[src/rtl/ntcplc_pkg.sv]
`timescale 1ns / 1ps

package ntcplc_pkg;

   localparam int TABLE_POINTS = 33;
   localparam int IDX_W        = $clog2(TABLE_POINTS);
   localparam int CODE_W       = 12;
   localparam int TEMP_W       = 19;
   localparam int VALUE_W      = 32;
   // Largest span or pair difference in either column is below 2**15.
   localparam int MAG_W        = 15;
   // Offset stays below its span, so the product stays below 2**23.
   localparam int PROD_W       = 23;
   localparam int CNT_W        = $clog2(PROD_W);

   typedef logic [IDX_W-1:0] idx_type;

   localparam logic [CODE_W-1:0] CODE_TABLE [TABLE_POINTS] = '{
      12'hF8D, 12'hF6A, 12'hF29, 12'hEE4, 12'hE9D, 12'hE3F, 12'hDBF, 12'hD33,
      12'hC97, 12'hBF5, 12'hB3A, 12'hA42, 12'h7F1, 12'h734, 12'h66B, 12'h5A3,
      12'h4EE, 12'h446, 12'h43A, 12'h430, 12'h3C3, 12'h3BD, 12'h33B, 12'h2BB,
      12'h259, 12'h206, 12'h1CE, 12'h191, 12'h160, 12'h12E, 12'h0F9, 12'h0D7,
      12'h09F
   };

   localparam logic signed [TEMP_W-1:0] MDEG_TABLE [TABLE_POINTS] = '{
      -19'sd26428, -19'sd21922, -19'sd15958, -19'sd11060, -19'sd6890,
      -19'sd2264,   19'sd2961,   19'sd7818,   19'sd12525,  19'sd16945,
       19'sd21623,  19'sd27431,  19'sd40631,  19'sd44960,  19'sd49757,
       19'sd54854,  19'sd59898,  19'sd65076,  19'sd65779,  19'sd65856,
       19'sd69654,  19'sd69873,  19'sd74910,  19'sd80691,  19'sd85844,
       19'sd90915,  19'sd94873,  19'sd99720,  19'sd104216, 19'sd109531,
       19'sd116445, 19'sd121600, 19'sd131839
   };

   localparam logic MODE_CODE_TO_TEMP = 1'b0;
   localparam logic MODE_TEMP_TO_CODE = 1'b1;

   typedef enum logic [7:0] {
      ST_IDLE   = 8'b0000_0001,
      ST_CHECK  = 8'b0000_0010,
      ST_SEARCH = 8'b0000_0100,
      ST_SEG    = 8'b0000_1000,
      ST_MUL    = 8'b0001_0000,
      ST_DIV    = 8'b0010_0000,
      ST_ADJ    = 8'b0100_0000,
      ST_FIN    = 8'b1000_0000
   } state_type;

   typedef struct packed {
      logic load;
      logic check;
      logic step;
      logic seg;
      logic mul;
      logic div_step;
      logic adj;
      logic out_load;
   } cmd_type;

   typedef struct packed {
      logic sat;
      logic search_done;
      logic exact;
   } sts_type;

   // Search key of an entry: code in code-to-temp mode, temperature otherwise.
   function automatic logic signed [VALUE_W-1:0] key_at(input logic mode, input idx_type idx);
      logic signed [VALUE_W-1:0] k;
      if (mode == MODE_TEMP_TO_CODE) begin
         k = {{(VALUE_W-TEMP_W){MDEG_TABLE[idx][TEMP_W-1]}}, MDEG_TABLE[idx]};
      end else begin
         k = {{(VALUE_W-CODE_W){1'b0}}, CODE_TABLE[idx]};
      end
      return k;
   endfunction

   // Paired value of an entry, the opposite column of key_at.
   function automatic logic signed [TEMP_W-1:0] pair_at(input logic mode, input idx_type idx);
      logic signed [TEMP_W-1:0] p;
      if (mode == MODE_TEMP_TO_CODE) begin
         p = {{(TEMP_W-CODE_W){1'b0}}, CODE_TABLE[idx]};
      end else begin
         p = MDEG_TABLE[idx];
      end
      return p;
   endfunction

endpackage

[src/rtl/ntc_piecewise_linear_converter_core.sv]
`timescale 1ns / 1ps
// A transaction that saturates at a table end goes from the check step to
// the finish step; one on an exact table point goes to the finish step after
// the search and segment steps; otherwise it interpolates (5-step binary
// search, multiply, 23-step divider). A stalled earlier result holds the finish step.
// Throughput: one transaction at a time; the next is taken once the result is
// in the output register. Synchronous active-high reset clears control only.
module ntc_piecewise_linear_converter_core (
   input  logic                                   clock,
   input  logic                                   reset,
   input  logic                                   req_valid,
   output logic                                   req_stall,
   input  logic                                   req_mode,
   input  logic signed [ntcplc_pkg::VALUE_W-1:0]  req_value,
   output logic                                   rsp_valid,
   input  logic                                   rsp_stall,
   output logic signed [ntcplc_pkg::TEMP_W-1:0]   rsp_converted
);

   ntcplc_pkg::cmd_type cmd;
   ntcplc_pkg::sts_type sts;

   ntcplc_ctrl u_ctrl (
      .clock     (clock),
      .reset     (reset),
      .req_valid (req_valid),
      .req_stall (req_stall),
      .rsp_valid (rsp_valid),
      .rsp_stall (rsp_stall),
      .cmd       (cmd),
      .sts       (sts)
   );

   ntcplc_dpath u_dpath (
      .clock         (clock),
      .cmd           (cmd),
      .sts           (sts),
      .req_mode      (req_mode),
      .req_value     (req_value),
      .rsp_converted (rsp_converted)
   );

endmodule

[src/rtl/ntcplc_dpath.sv]
`timescale 1ns / 1ps

module ntcplc_dpath (
   input  logic                                        clock,
   input  ntcplc_pkg::cmd_type                         cmd,
   output ntcplc_pkg::sts_type                         sts,
   input  logic                                        req_mode,
   input  logic signed [ntcplc_pkg::VALUE_W-1:0]       req_value,
   output logic signed [ntcplc_pkg::TEMP_W-1:0]        rsp_converted
);

   localparam int IDX_W   = ntcplc_pkg::IDX_W;
   localparam int VALUE_W = ntcplc_pkg::VALUE_W;
   localparam int TEMP_W  = ntcplc_pkg::TEMP_W;
   localparam int MAG_W   = ntcplc_pkg::MAG_W;
   localparam int PROD_W  = ntcplc_pkg::PROD_W;

   logic                        mode_ff,  mode_in;
   logic signed [VALUE_W-1:0]   value_ff, value_in;
   ntcplc_pkg::idx_type         lo_ff,    lo_in;
   ntcplc_pkg::idx_type         hi_ff,    hi_in;
   logic signed [TEMP_W-1:0]    res_ff,   res_in;
   logic                        neg_ff,   neg_in;
   logic [MAG_W-1:0]            dmag_ff,  dmag_in;
   logic [MAG_W-1:0]            omag_ff,  omag_in;
   logic [MAG_W-1:0]            smag_ff,  smag_in;
   logic [MAG_W-1:0]            rem_ff,   rem_in;
   logic [PROD_W-1:0]           quo_ff,   quo_in;
   logic signed [TEMP_W-1:0]    out_ff,   out_in;

   logic signed [VALUE_W-1:0]   key_first, key_last, key_mid, key_k, key_km1;
   logic signed [TEMP_W-1:0]    pair_k, pair_km1, sat_pair;
   logic                        at_first, at_last, pred;
   logic [IDX_W:0]              mid_sum;
   ntcplc_pkg::idx_type         mid, km1;
   logic signed [VALUE_W-1:0]   off_full, span_full;
   logic [VALUE_W-1:0]          off_abs, span_abs;
   logic signed [TEMP_W:0]      delta_full;
   logic [TEMP_W:0]             delta_abs;
   logic [2*MAG_W-1:0]          prod;
   logic [MAG_W:0]              shifted;
   logic [MAG_W+1:0]            trial;
   logic signed [TEMP_W-1:0]    quo_ext;

   always_comb begin
      key_first = ntcplc_pkg::key_at(mode_ff, '0);
      key_last  = ntcplc_pkg::key_at(mode_ff, IDX_W'(ntcplc_pkg::TABLE_POINTS - 1));
      if (mode_ff == ntcplc_pkg::MODE_TEMP_TO_CODE) begin
         at_first = (value_ff <= key_first);
         at_last  = (value_ff >= key_last);
      end else begin
         at_first = (value_ff >= key_first);
         at_last  = (value_ff <= key_last);
      end
      sat_pair = at_first ? ntcplc_pkg::pair_at(mode_ff, '0)
                          : ntcplc_pkg::pair_at(mode_ff,
                                                IDX_W'(ntcplc_pkg::TABLE_POINTS - 1));

      // Find the first entry at or past the value in table order.
      mid_sum = {1'b0, lo_ff} + {1'b0, hi_ff};
      mid     = mid_sum[IDX_W:1];
      key_mid = ntcplc_pkg::key_at(mode_ff, mid);
      if (mode_ff == ntcplc_pkg::MODE_TEMP_TO_CODE) begin
         pred = (value_ff <= key_mid);
      end else begin
         pred = (value_ff >= key_mid);
      end

      km1      = lo_ff - 1'b1;
      key_k    = ntcplc_pkg::key_at(mode_ff, lo_ff);
      key_km1  = ntcplc_pkg::key_at(mode_ff, km1);
      pair_k   = ntcplc_pkg::pair_at(mode_ff, lo_ff);
      pair_km1 = ntcplc_pkg::pair_at(mode_ff, km1);

      off_full   = value_ff - key_k;
      span_full  = key_km1 - key_k;
      delta_full = (TEMP_W+1)'(pair_km1) - (TEMP_W+1)'(pair_k);
      off_abs    = off_full[VALUE_W-1]  ? (~off_full + 1'b1)  : off_full;
      span_abs   = span_full[VALUE_W-1] ? (~span_full + 1'b1) : span_full;
      delta_abs  = delta_full[TEMP_W]   ? (~delta_full + 1'b1) : delta_full;

      prod    = dmag_ff * omag_ff;
      shifted = {rem_ff, quo_ff[PROD_W-1]};
      trial   = {1'b0, shifted} - {2'b00, smag_ff};
      quo_ext = {{(TEMP_W-MAG_W){1'b0}}, quo_ff[MAG_W-1:0]};

      sts.sat         = at_first || at_last;
      sts.search_done = (lo_ff == hi_ff);
      sts.exact       = (value_ff == key_k);
   end

   always_comb begin
      mode_in  = mode_ff;
      value_in = value_ff;
      lo_in    = lo_ff;
      hi_in    = hi_ff;
      res_in   = res_ff;
      neg_in   = neg_ff;
      dmag_in  = dmag_ff;
      omag_in  = omag_ff;
      smag_in  = smag_ff;
      rem_in   = rem_ff;
      quo_in   = quo_ff;
      out_in   = out_ff;

      if (cmd.load) begin
         mode_in  = req_mode;
         value_in = req_value;
         lo_in    = IDX_W'(1);
         hi_in    = IDX_W'(ntcplc_pkg::TABLE_POINTS - 1);
      end
      if (cmd.check) begin
         res_in = sat_pair;
      end
      if (cmd.step) begin
         if (pred) begin
            hi_in = mid;
         end else begin
            lo_in = mid + 1'b1;
         end
      end
      if (cmd.seg) begin
         res_in  = pair_k;
         neg_in  = off_full[VALUE_W-1] ^ span_full[VALUE_W-1] ^ delta_full[TEMP_W];
         dmag_in = delta_abs[MAG_W-1:0];
         omag_in = off_abs[MAG_W-1:0];
         smag_in = span_abs[MAG_W-1:0];
      end
      if (cmd.mul) begin
         quo_in = prod[PROD_W-1:0];
         rem_in = '0;
      end
      // Restoring division, one quotient bit per step.
      if (cmd.div_step) begin
         if (!trial[MAG_W+1]) begin
            rem_in = trial[MAG_W-1:0];
            quo_in = {quo_ff[PROD_W-2:0], 1'b1};
         end else begin
            rem_in = shifted[MAG_W-1:0];
            quo_in = {quo_ff[PROD_W-2:0], 1'b0};
         end
      end
      if (cmd.adj) begin
         res_in = neg_ff ? (res_ff - quo_ext) : (res_ff + quo_ext);
      end
      if (cmd.out_load) begin
         out_in = res_ff;
      end
   end

   always_ff @(posedge clock) begin
      mode_ff  <= mode_in;
      value_ff <= value_in;
      lo_ff    <= lo_in;
      hi_ff    <= hi_in;
      res_ff   <= res_in;
      neg_ff   <= neg_in;
      dmag_ff  <= dmag_in;
      omag_ff  <= omag_in;
      smag_ff  <= smag_in;
      rem_ff   <= rem_in;
      quo_ff   <= quo_in;
      out_ff   <= out_in;
   end

   assign rsp_converted = out_ff;

endmodule

[src/rtl/ntcplc_ctrl.sv]
`timescale 1ns / 1ps

module ntcplc_ctrl (
   input  logic                 clock,
   input  logic                 reset,
   input  logic                 req_valid,
   output logic                 req_stall,
   output logic                 rsp_valid,
   input  logic                 rsp_stall,
   output ntcplc_pkg::cmd_type  cmd,
   input  ntcplc_pkg::sts_type  sts
);

   localparam int CNT_W  = ntcplc_pkg::CNT_W;
   localparam int PROD_W = ntcplc_pkg::PROD_W;

   ntcplc_pkg::state_type state_ff, state_in;
   logic [CNT_W-1:0]      cnt_ff,   cnt_in;
   logic                  valid_ff, valid_in;

   always_comb begin
      state_in = state_ff;
      cnt_in   = cnt_ff;
      cmd      = '0;

      unique case (state_ff)
         ntcplc_pkg::ST_IDLE: begin
            if (req_valid) begin
               cmd.load = 1'b1;
               state_in = ntcplc_pkg::ST_CHECK;
            end
         end
         ntcplc_pkg::ST_CHECK: begin
            cmd.check = 1'b1;
            state_in  = sts.sat ? ntcplc_pkg::ST_FIN : ntcplc_pkg::ST_SEARCH;
         end
         ntcplc_pkg::ST_SEARCH: begin
            if (sts.search_done) begin
               state_in = ntcplc_pkg::ST_SEG;
            end else begin
               cmd.step = 1'b1;
            end
         end
         ntcplc_pkg::ST_SEG: begin
            cmd.seg  = 1'b1;
            state_in = sts.exact ? ntcplc_pkg::ST_FIN : ntcplc_pkg::ST_MUL;
         end
         ntcplc_pkg::ST_MUL: begin
            cmd.mul  = 1'b1;
            cnt_in   = '0;
            state_in = ntcplc_pkg::ST_DIV;
         end
         ntcplc_pkg::ST_DIV: begin
            cmd.div_step = 1'b1;
            cnt_in       = cnt_ff + 1'b1;
            if (cnt_ff == CNT_W'(PROD_W - 1)) begin
               state_in = ntcplc_pkg::ST_ADJ;
            end
         end
         ntcplc_pkg::ST_ADJ: begin
            cmd.adj  = 1'b1;
            state_in = ntcplc_pkg::ST_FIN;
         end
         ntcplc_pkg::ST_FIN: begin
            // Hold the finished result until the output register frees up.
            if (!valid_ff || !rsp_stall) begin
               cmd.out_load = 1'b1;
               state_in     = ntcplc_pkg::ST_IDLE;
            end
         end
         default: begin
            state_in = ntcplc_pkg::ST_IDLE;
         end
      endcase

      valid_in = cmd.out_load || (valid_ff && rsp_stall);
   end

   always_ff @(posedge clock) begin
      if (reset) begin
         state_ff <= ntcplc_pkg::ST_IDLE;
         cnt_ff   <= '0;
         valid_ff <= 1'b0;
      end else begin
         state_ff <= state_in;
         cnt_ff   <= cnt_in;
         valid_ff <= valid_in;
      end
   end

   assign req_stall = (state_ff != ntcplc_pkg::ST_IDLE);
   assign rsp_valid = valid_ff;

`ifndef NO_ASSERTIONS
   a_cmd_onehot0: assert property (@(posedge clock) disable iff (reset)
      $onehot0(cmd))
      else $error("more than one datapath command at once");

   a_valid_from_fin: assert property (@(posedge clock) disable iff (reset)
      $rose(valid_ff) |-> $past(state_ff == ntcplc_pkg::ST_FIN))
      else $error("result raised outside the finish step");

   a_fin_holds: assert property (@(posedge clock) disable iff (reset)
      (state_ff == ntcplc_pkg::ST_FIN) && valid_ff && rsp_stall
      |=> (state_ff == ntcplc_pkg::ST_FIN))
      else $error("finished result dropped while output blocked");

   a_div_count: assert property (@(posedge clock) disable iff (reset)
      (state_ff == ntcplc_pkg::ST_DIV) |-> (cnt_ff < CNT_W'(PROD_W)))
      else $error("division step count overran");
`endif

endmodule

[config.mk]
export PLATFORM = sky130hd
export DESIGN_NAME = ntc_piecewise_linear_converter_core
export DESIGN_NICKNAME = d
export VERILOG_FILES = /design/src/rtl/ntcplc_pkg.sv /design/src/rtl/ntc_piecewise_linear_converter_core.sv /design/src/rtl/ntcplc_dpath.sv /design/src/rtl/ntcplc_ctrl.sv
export SDC_FILE = /design/constraint.sdc
export NUM_CORES = 1
export LEC_CHECK = 0
export ABC_CLOCK_PERIOD_IN_PS = 7200
export BUFFER_PORTS_ARGS = -buffer_cell sky130_fd_sc_hd__buf_2
export CAP_MARGIN = 30
export CELL_PAD_IN_SITES_DETAIL_PLACEMENT = 2
export CELL_PAD_IN_SITES_GLOBAL_PLACEMENT = 2
export CORE_ASPECT_RATIO = 1.1
export CORE_MARGIN = 4
export CORE_UTILIZATION = 30
export CTS_CLUSTER_SIZE = 12
export DETAILED_ROUTE_END_ITERATION = 10
export PLACE_DENSITY_LB_ADDON = 0.1
export SLEW_MARGIN = 20
export SYNTH_ARGS = -nofsm -noshare
export SYNTH_HDL_FRONTEND = slang
export SYNTH_HIERARCHICAL = 1
export SYNTH_SLANG_ARGS = --single-unit
[constraint.sdc]
create_clock -name clock -period 7.2 [get_ports clock]
set_input_delay 1.44 -clock clock [delete_from_list [all_inputs] [get_ports clock]]
set_output_delay 1.44 -clock clock [all_outputs]
set_load 0.03 [all_outputs]
; After elaboration in Yosys (flattened, before gate mapping)
; Memories as Yosys holds them, arrays and structs flattened.
; Cells that the tools add are included.
[totals]
in_bits = 37
rom_bits = 5952
memories = 6
reg_bits = 181
elab_cells = 141
out_inout_bits = 21
[memory_table]
columns = memory, words, width, rd, rd_ports_with_merged_regs, wr, line_no
row1 = (name not given), 64, 19, 1, 0, 0, ntcplc_pkg.sv:71  ; k = {{(VALUE_W-TEMP_W){MDEG_TABLE[idx][TEMP_W-1]}}, MDEG_TABLE[idx]};
row2 = (name not given), 64, 19, 1, 0, 0, ntcplc_pkg.sv:71
row3 = (name not given), 64, 19, 1, 0, 0, ntcplc_pkg.sv:71
row4 = (name not given), 64, 12, 1, 0, 0, ntcplc_pkg.sv:73  ; k = {{(VALUE_W-CODE_W){1'b0}}, CODE_TABLE[idx]};
row5 = (name not given), 64, 12, 1, 0, 0, ntcplc_pkg.sv:73
row6 = (name not given), 64, 12, 1, 0, 0, ntcplc_pkg.sv:73
[op_classes]
n_eq_ne = 16
n_reduce_logical = 10
muxes = 63
add_sub_neg = 13
bitwise_logic = 8
magnitude_cmp = 9
n_mul = 1
[ops]
columns = operator, n
row1 = 19-bit 2-to-1 mux, 14
row2 = 32-bit 2-to-1 mux, 4
row3 = 32-bit greater-or-equal comparator, 3
row4 = 32-bit less-or-equal comparator, 3
row5 = 15-bit 2-to-1 mux, 6
row6 = 12-bit 2-to-1 mux, 6
row7 = 8-bit one-hot mux with 8 select lines, 1
row8 = 32-bit subtractor, 2
row9 = 8-bit 2-to-1 mux, 6
row10 = 23-bit 2-to-1 mux, 2
row11 = "15-bit by 1-bit adder with 15-bit output, second input constant", 3
row12 = 15-bit inverter, 3
row13 = 18-bit 2-to-1 mux, 2
row14 = 6-bit 2-to-1 mux, 6
row15 = 32-bit == test, 1
row16 = 15-bit by 15-bit multiplier with 23-bit output, 1
row17 = "7-bit greater-or-equal comparator, second input constant", 3
row18 = 6-bit inverter with 7-bit output, 3
row19 = 19-bit by 19-bit subtractor with 20-bit output, 1
row20 = 19-bit by 16-bit adder with 19-bit output, 1
row21 = 19-bit by 16-bit subtractor with 19-bit output, 1
row22 = 16-bit by 15-bit subtractor with 17-bit output, 1
row23 = 1-bit 2-to-1 mux, 15
row24 = 5-bit one-hot mux with 2 select lines, 1
row25 = other kinds (24), 31

; Logic depth before layout (Yosys ltp)
; Gate-level depths: netlist (run 1).
[logic_depth]
depth_word = 10
mapped_depth = 24
mapped_depth_nobuf = 23

; Hierarchy
; Netlist (run 1), hierarchy kept.
[modules_own_cells]
columns = module, cells_per_inst, n_inst, area_per_inst_um2
row1 = ntcplc_dpath, 2892, 1, 24383.4
row2 = ntcplc_ctrl, 89, 1, 764.5

; Least setup slack after synthesis (run 1)
; OpenSTA, ideal clock, no wires.
[synth_timing]
path_type = register to register
start = reg u_dpath.dmag_ff[6]
end = reg u_dpath.quo_ff[21] (data pin)
arrival_ps = 5944
path_slack_ps = 988
required_time_ps = 6932
path_stages_with_launch = 25
n_path_buf = 1
cell_sequence = edfxtp_1 clkbuf_1 and2_1 fa_1 inv_1 fa_1 inv_1 fa_1 inv_1 fa_1 inv_1 fa_1 inv_1 fa_1 inv_1 ha_1 nor2_1 nand2_1 o221ai_1 or3b_2 a31oi_1 or4b_2 a31oi_1 xor2_1 o21ai_0
[synth_between]
elab_chain_cells = 3
[synth_lines]
columns = element, line_no
row1 = start: declaration, ntcplc_dpath.sv:24  ; logic [MAG_W-1:0] dmag_ff, dmag_in;
row2 = start signal: assignment, ntcplc_dpath.sv:158  ; dmag_ff <= dmag_in;
row3 = 15-bit by 15-bit multiplier with 23-bit output, ntcplc_dpath.sv:82  ; prod = dmag_ff * omag_ff;
row4 = 23-bit 2-to-1 mux, ntcplc_dpath.sv:129  ; if (cmd.mul) begin
row5 = 23-bit 2-to-1 mux, ntcplc_dpath.sv:134  ; if (cmd.div_step) begin
row6 = via u_dpath.quo_in[21], ntcplc_dpath.sv:28  ; logic [PROD_W-1:0] quo_ff, quo_in;
row7 = end signal: assignment, ntcplc_dpath.sv:162  ; quo_ff <= quo_in;
row8 = end: declaration, ntcplc_dpath.sv:28
; The timed path passes the listed nets, and every way through them passes these cells. The select of a mux whose other input is x is not followed.
; A chain may end at the register's enable or synchronous reset.

; Worst setup path in the final report (run 1)
[layout_timing]
start = reg u_dpath.dmag_ff[2]
end = reg u_dpath.quo_ff[21] (data pin)
; The elaborated chain is that of the path after synthesis.

==> results of run 1 <==
## logic make-up after synthesis
logic type	synth area share, %
AND/OR/NAND/NOR	19.89
AO/OA/AOI/OAI	17.93
adder cells (fa/ha/maj)	26.29
buffers and inverters	6.363
flip-flops	20.58
XOR/XNOR	5.677
multiplexers	3.269
## worst register-to-register path: stages, from the launching register on
cell	delay, ns
edfxtp_1	0.66
and2_1	0.30
fa_1	0.55
inv_1	0.06
fa_1	0.53
inv_1	0.04
ha_1	0.28
ha_1	0.28
inv_1	0.05
fa_1	0.50
fa_1	0.55
inv_1	0.05
ha_1	0.35
nand2_1	0.07
o21ai_0	0.36
o221ai_1	0.33
or3b_2	0.54
a31oi_1	0.37
or4b_2	0.21
a31oi_1	0.10
xor2_1	0.15
o21ai_0	0.10
## synth_stat cells, drive strengths merged, types with 16 or more instances
master | instances | area share [%]
mux2i | 42 | 1.7
a21o | 28 | 0.84
nor2b | 47 | 1.2
a311oi | 17 | 0.59
o211ai | 34 | 1.0
nor2 | 237 | 3.5
o21ai | 172 | 3.4
buf | 41 | 0.75
inv | 260 | 3.9
mux2 | 21 | 0.94
nor3 | 67 | 1.4
clkbuf | 113 | 1.7
or2 | 16 | 0.40
or3 | 16 | 0.40
edfxtp | 155 | 19
xnor2 | 110 | 3.8
nand2 | 282 | 4.2
fa | 154 | 12
a21oi | 186 | 3.7
dfxtp | 26 | 2.1
ha | 282 | 14
a211oi | 45 | 1.4
nand2b | 41 | 1.0
xor2 | 53 | 1.8
nand4 | 23 | 0.57
nand3 | 69 | 1.4
o21a | 28 | 0.84
a31oi | 46 | 1.1
and2 | 135 | 3.4
## routing by layer
layer	share of wire [%]	routed length, um	track usage (%)	vias to the layer above
met1	44	42980	27.69	11400
li1	-	-	-	10460
met3	1.8	1757	1.990	75
met5	0	0	0	-
met4	2.0	1982	5.108	0
met2	52	50170	40.19	229
## power breakdown
part	switching [mW]	leakage (nW)	internal (mW)	total, mW
combinational	1.14	9.48	0.695	1.83
sequential	0.0712	1.60	1.28	1.35
clock	0.477	0.287	0.489	0.966
total	1.68	11.4	2.47	4.15
## placed cells by master, fill, tap and decap left out, types with 19 or more instances in the layout
master     instances
clkbuf_16         19
o211ai_1          34
xnor2_1          105
a21o_1            28
and2_1           134
nand2_1          282
nand3_1           69
o21ai_0          169
ha_1             282
o21a_1            28
buf_4             77
fa_1             154
a211oi_1          44
nor2b_1           47
mux2i_1           40
nand4_1           23
dfxtp_1           23
buf_2             57
nor2_1           234
xor2_1            51
inv_1            258
nor3_1            65
a31oi_1           46
edfxtp_1         155
a21oi_1          185
mux2_2            20
nand2b_1          41
## registers in the layout (all words and copies together) (netlist names)
signal	flops
u_dpath/rem_ff	15
u_dpath/res_ff	19
u_ctrl/cnt_ff	5
u_dpath/mode_ff	1
u_dpath/value_ff	32
u_dpath/neg_ff	1
u_ctrl/state_ff	8
u_dpath/lo_ff	6
u_dpath/omag_ff	15
u_dpath/rsp_converted	19
u_dpath/hi_ff	6
u_dpath/dmag_ff	15
u_ctrl/rsp_valid	1
u_dpath/quo_ff	23
u_dpath/smag_ff	15
## worst max-delay path by stage
stage / from / endpoint / slack [ns]
5_1_grt: u_dpath/dmag_ff[2] / u_dpath/quo_ff[21] / 0.07
6_report: u_dpath/dmag_ff[2] / u_dpath/quo_ff[21] / 0.51
3_3_place_gp: u_dpath/omag_ff[5] / u_dpath/quo_ff[21] / 0.66
4_1_cts: u_dpath/dmag_ff[2] / u_dpath/quo_ff[21] / 0.43
3_5_place_dp: u_dpath/dmag_ff[2] / u_dpath/quo_ff[21] / 0.45
2_1_floorplan: u_dpath/dmag_ff[6] / u_dpath/quo_ff[21] / 0.99
## cell type report
class,instances,area share (%)
multi-input cells,2383,67.27
flip-flops and latches,181,18.89
well taps,1073,4.896
inverters,263,3.600
repair buffers,137,3.276
clock buffers,21,1.761
clock inverters,11,0.3148
## stage by stage
step	power [mW]	setup slack (ns)	area [sq um]	std cells	hold WS, ns
final	4.152	0.5146	27420	4069	0.4668
after floorplan	2.585	0.9880	25150	2981	0.4264
after global routing	4.440	0.07050	27420	4069	0.4783
after CTS	4.219	0.4305	27420	4069	0.4683
after detailed placement	3.215	0.4538	26850	4037	0.4522
after global placement	3.130	0.6601	26820	4034	0.4521
==> impl_metrics.toml, run 1 <==
[outcome]
status = "finished, final reports clean"

[power_and_ir_drop]
vdd.ir_drop.worst_uv = 213.5
powerDensity_mw_per_mm2 = 151.4
p_leak_nw = 11.36

[cts]
cts_hold_repair.buffers = 0
cts_root_buffer = "clkbuf_16"
numClockSinks = 181
cts_inserted_buffers = 17
clkTransAtPathRegs_ns = 0.08
clk_path_buf_depth = 2
cts_htree_levels = 4
post_cts.repair.setup_buffers = 0
cts_repair_resize_count = 0
cts_tree = "built"
clkLatencyLatePin_ns = 0.51

[setup_path]
r2r_cells = 21
timing.critical_path.cells = "and2_1 > fa_1 > inv_1 > fa_1 > inv_1 > ha_1 > ha_1 > inv_1 > fa_1 > fa_1 > inv_1 > ha_1 > nand2_1 > o21ai_0 > o221ai_1 > or3b_2 > a31oi_1 > or4b_2 > a31oi_1 > xor2_1 > o21ai_0"
timing_worst_setup_path_type = "reg -> reg"
worst_ep_arrival_time_ns = 6.91
r2r_end = "u_dpath/quo_ff[21]"
critical_path.n_buffers_inverters = 4
r2r_slack_ns = 0.51
path_max_fanout = 15
worst_r2r_startpoint = "u_dpath/dmag_ff[2]"
cpPeakStageDelay_ns = 0.66
worstSetupStartpointType = "flip-flop"
cp.required_ns = 7.43
crit_family = "adder cells"
endpoint_kind = "flip-flop"
path_depth = 21
cpMaxStageDelayCell = "edfxtp_1"

[synthesis]
ys_seq_area_share_pct = 20.58
ys_warn_count = 6
ys_seq_elements = 181
synth-edff-count = 155
syn-cell-area_sq_mm = 0.02515
ys_types = 90
syn_nets = 3454
postSynth.asyncResetShare_pct = 0
postSynthCellCount = 2981
post_synth.cell_area_avg_sq_um = 8.436
synth-main-ff-cell = "edfxtp_1"

[route]
antenna_left = 0
dr.first_iter.drc_count = 1149
drtPass1Iterations = 4
wirelength_um = 96880
route.vias.total = 22170
drt_drc_violations_left = 0
detail_route.vias_per_cell = 5.448
wl_per_cell_um = 23.81

[cells_and_area]
count_of_filler_cells_inserted_in_the_layout = 9395
antenna_cells_inserted = 0
final_util_pct = 32.96
final_layout_size_suffix_gt1_share_pct = 8.211
area.growth.synth_to_final_pct = 9.040
area_of_combinational_cells_with_multiple_inputs_sq_mm = 0.01845
area.sequential_sq_mm = 0.005179
design.final.nets = 3456

[placed_design]
placement.io_buffers = 57
hpwlAfterDp_um = 77700
routability_congestion = 0.8775

[timing]
timing.slew.headroom_pct = 33.20
max_freq_mhz = 149.6
period_share_pct = 92.85
worst_clock_skew_ns = 0.02404
tightest_slew_ns = 1.002
setup_viol_count_final = 0
minimum_clock_period_ns = 6.685
rsz_0062_raised_after_global_routing = "no"
slew_violations = 0
setup_tns_ns = 0
finalHoldViolations = 0

[global_routing]
first_global_vias = 25000
grt_max_degree = 67
number_of_antenna_violations_at_the_first_check_in_global_routing = 0
globalRoute.totalOverflow = 0
grt_first_pass_wirelength_um = 151900
total_track_usage_pct = 21.87

[hold_path]
min_delay_path_depth = 0
worst_hold_path_type = "reg -> reg"
hold_end = "u_dpath/rsp_converted[15]"
hp-start = "u_dpath/res_ff[15]"

[floorplanning]
core_area_sq_mm = 0.08319
die_w_um = 284.1
floorplan.rows = 111
initial_cell_density_of_the_core_pct = 30.23
num_io_pins = 58
dieHeight_um = 311.7
fp.dieArea_sq_mm = 0.08853

[flow_run]
cap_violations = 0
No activity file was read; power rests on OpenSTA's default activity.
==> run 2: changes to the inputs <==
==> constraint.sdc (replaced) <==
create_clock -name clock -period 7.2 [get_ports clock]
set_input_delay 0.36 -clock clock [delete_from_list [all_inputs] [get_ports clock]]
set_output_delay 0.36 -clock clock [all_outputs]
set_load 0.03 [all_outputs]
==> run 2 against run 1 <==
  * Worst setup slack barely moved
  * Wire length increased by 0.21%
  * Maximum frequency about the same
  * Largest cell class unchanged
  * Highest routed layer unchanged
==> impl_metrics.toml, run 2 (synthesized netlist as in run 1, its figures left out) <==
[setup_path]
worst_r2r_startpoint = "u_dpath/dmag_ff[2]"
path_max_fanout = 15
r2r_slack_ns = 0.51
critical_path.n_buffers_inverters = 4
endpoint_kind = "flip-flop"
cpPeakStageDelay_ns = 0.66
cp.required_ns = 7.42
worst_ep_arrival_time_ns = 6.91
timing.critical_path.cells = "and2_1 > fa_1 > inv_1 > fa_1 > inv_1 > ha_1 > ha_1 > inv_1 > fa_1 > fa_1 > inv_1 > ha_1 > nand2_1 > o21ai_0 > o221ai_1 > or3b_2 > a31oi_1 > or4b_2 > a31oi_1 > xor2_1 > o21ai_0"
crit_family = "adder cells"
r2r_end = "u_dpath/quo_ff[21]"
worstSetupStartpointType = "flip-flop"
cpMaxStageDelayCell = "edfxtp_1"
timing_worst_setup_path_type = "reg -> reg"
r2r_cells = 21

[hold_path]
worst_hold_path_type = "in -> reg"
hold_end = "u_dpath/value_ff[10]"
min_delay_path_depth = 1
hp-start = "req_value[10]"

[placed_design]
placement.setup.worst_slack_ns = 0.4538
hpwlAfterDp_um = 77700
routability_congestion = 0.8775
placed_area_sq_mm = 0.02685
placement.io_buffers = 57

[floorplanning]
floorplan.rows = 111
dieHeight_um = 311.7
initial_cell_density_of_the_core_pct = 30.23
fp.dieArea_sq_mm = 0.08853
die_w_um = 284.1
core_area_sq_mm = 0.08319
num_io_pins = 58

[power_and_ir_drop]
p_leak_nw = 11.45
powerDensity_mw_per_mm2 = 150.7
vdd.ir_drop.worst_uv = 212.9

[timing]
tightest_slew_ns = 0.9965
minimum_clock_period_ns = 6.685
setup_tns_ns = 0
finalHoldViolations = 0
period_share_pct = 92.85
rsz_0062_raised_after_global_routing = "no"
slew_violations = 0
setup_viol_count_final = 0
worst_clock_skew_ns = 0.02320
final_ws_setup_ns = 0.5146
timing.slew.headroom_pct = 33.57
max_freq_mhz = 149.6

[cts]
clkLatencyLatePin_ns = 0.51
cts_inserted_buffers = 17
numClockSinks = 181
cts_tree = "built"
cts_root_buffer = "clkbuf_16"
clk_path_buf_depth = 2
clkTransAtPathRegs_ns = 0.08
cts_hold_repair.buffers = 20
cts_repair_resize_count = 0
cts_htree_levels = 4
post_cts.repair.setup_buffers = 0

[route]
antenna_left = 0
route.vias.total = 22260
drtPass1Iterations = 4
detail_route.vias_per_cell = 5.445
drt_drc_violations_left = 0
dr.first_iter.drc_count = 995
wl_per_cell_um = 23.74
wirelength_um = 97090

[flow_run]
cap_violations = 0

[cells_and_area]
area.growth.synth_to_final_pct = 9.836
final_util_pct = 33.20
design.final.nets = 3476
antenna_cells_inserted = 0
top_regs = "u_dpath/value_ff: 32 flops, u_dpath/quo_ff: 23 flops"
flip_flop_count_of_the_largest_register_after_layout = 32
most-common-layout-cells = "nand2_1, ha_1, inv_1"
largest_reg_by_ff_count = "u_dpath/value_ff"
final_design_area_no_fill_sq_mm = 0.02762
final_layout_size_suffix_gt1_share_pct = 8.156

[outcome]
status = "finished, final reports clean"

[global_routing]
total_track_usage_pct = 21.94
first_global_vias = 25090
grt_max_degree = 67
globalRoute.totalOverflow = 0
number_of_antenna_violations_at_the_first_check_in_global_routing = 0
grt_first_pass_wirelength_um = 152400
-- run 2: cell type report --
| cell class | instances | area [sq um] |
|---|---|---|
| inverters | 263 | 987.2 |
| multi-input cells | 2383 | 18450 |
| clock buffers | 21 | 483.0 |
| clock inverters | 11 | 86.33 |
| flip-flops and latches | 181 | 5179 |
| repair buffers | 157 | 1099 |
| fillers | 9384 | 55570 |
| well taps | 1073 | 1343 |
-- run 2: per-layer routing --
| layer | global-route usage, % | share of wire [%] | wire length [um] |
|---|---|---|---|
| met1 | 27.73 | 44 | 43160 |
| met3 | 1.990 | 1.6 | 1600 |
| met2 | 40.38 | 52 | 50320 |
| met4 | 5.108 | 2.1 | 1999 |
| met5 | 0 | 0 | 0 |
-- run 2: per-stage QoR --
| stage | hold slack [ns] | instances | power (mW) |
|---|---|---|---|
| 2_1_floorplan | 0.4264 | 2981 | 2.585 |
| 3_3_place_gp | 0.4521 | 4034 | 3.130 |
| 3_5_place_dp | 0.4522 | 4037 | 3.215 |
| 4_1_cts | 0.001318 | 4089 | 4.227 |
| 5_1_grt | 0.01746 | 4089 | 4.449 |
| 6_report | 0.05419 | 4089 | 4.162 |
-- run 2: where the power goes --
| group | switching, mW | internal (mW) |
|---|---|---|
| Clock | 0.478 | 0.489 |
| Sequential | 0.0711 | 1.28 |
| Combinational | 1.14 | 0.702 |
| Total | 1.69 | 2.47 |
-- run 2: worst max path at each step --
stage,startpoint,end,slack [ns],cells past startpoint
6_report,u_dpath/dmag_ff[2],u_dpath/quo_ff[21],0.51,21
5_1_grt,u_dpath/dmag_ff[2],u_dpath/quo_ff[21],0.07,21
4_1_cts,u_dpath/dmag_ff[2],u_dpath/quo_ff[21],0.43,21
3_5_place_dp,u_dpath/dmag_ff[2],u_dpath/quo_ff[21],0.45,21
3_3_place_gp,u_dpath/omag_ff[5],u_dpath/quo_ff[21],0.66,23
2_1_floorplan,u_dpath/dmag_ff[6],u_dpath/quo_ff[21],0.99,24
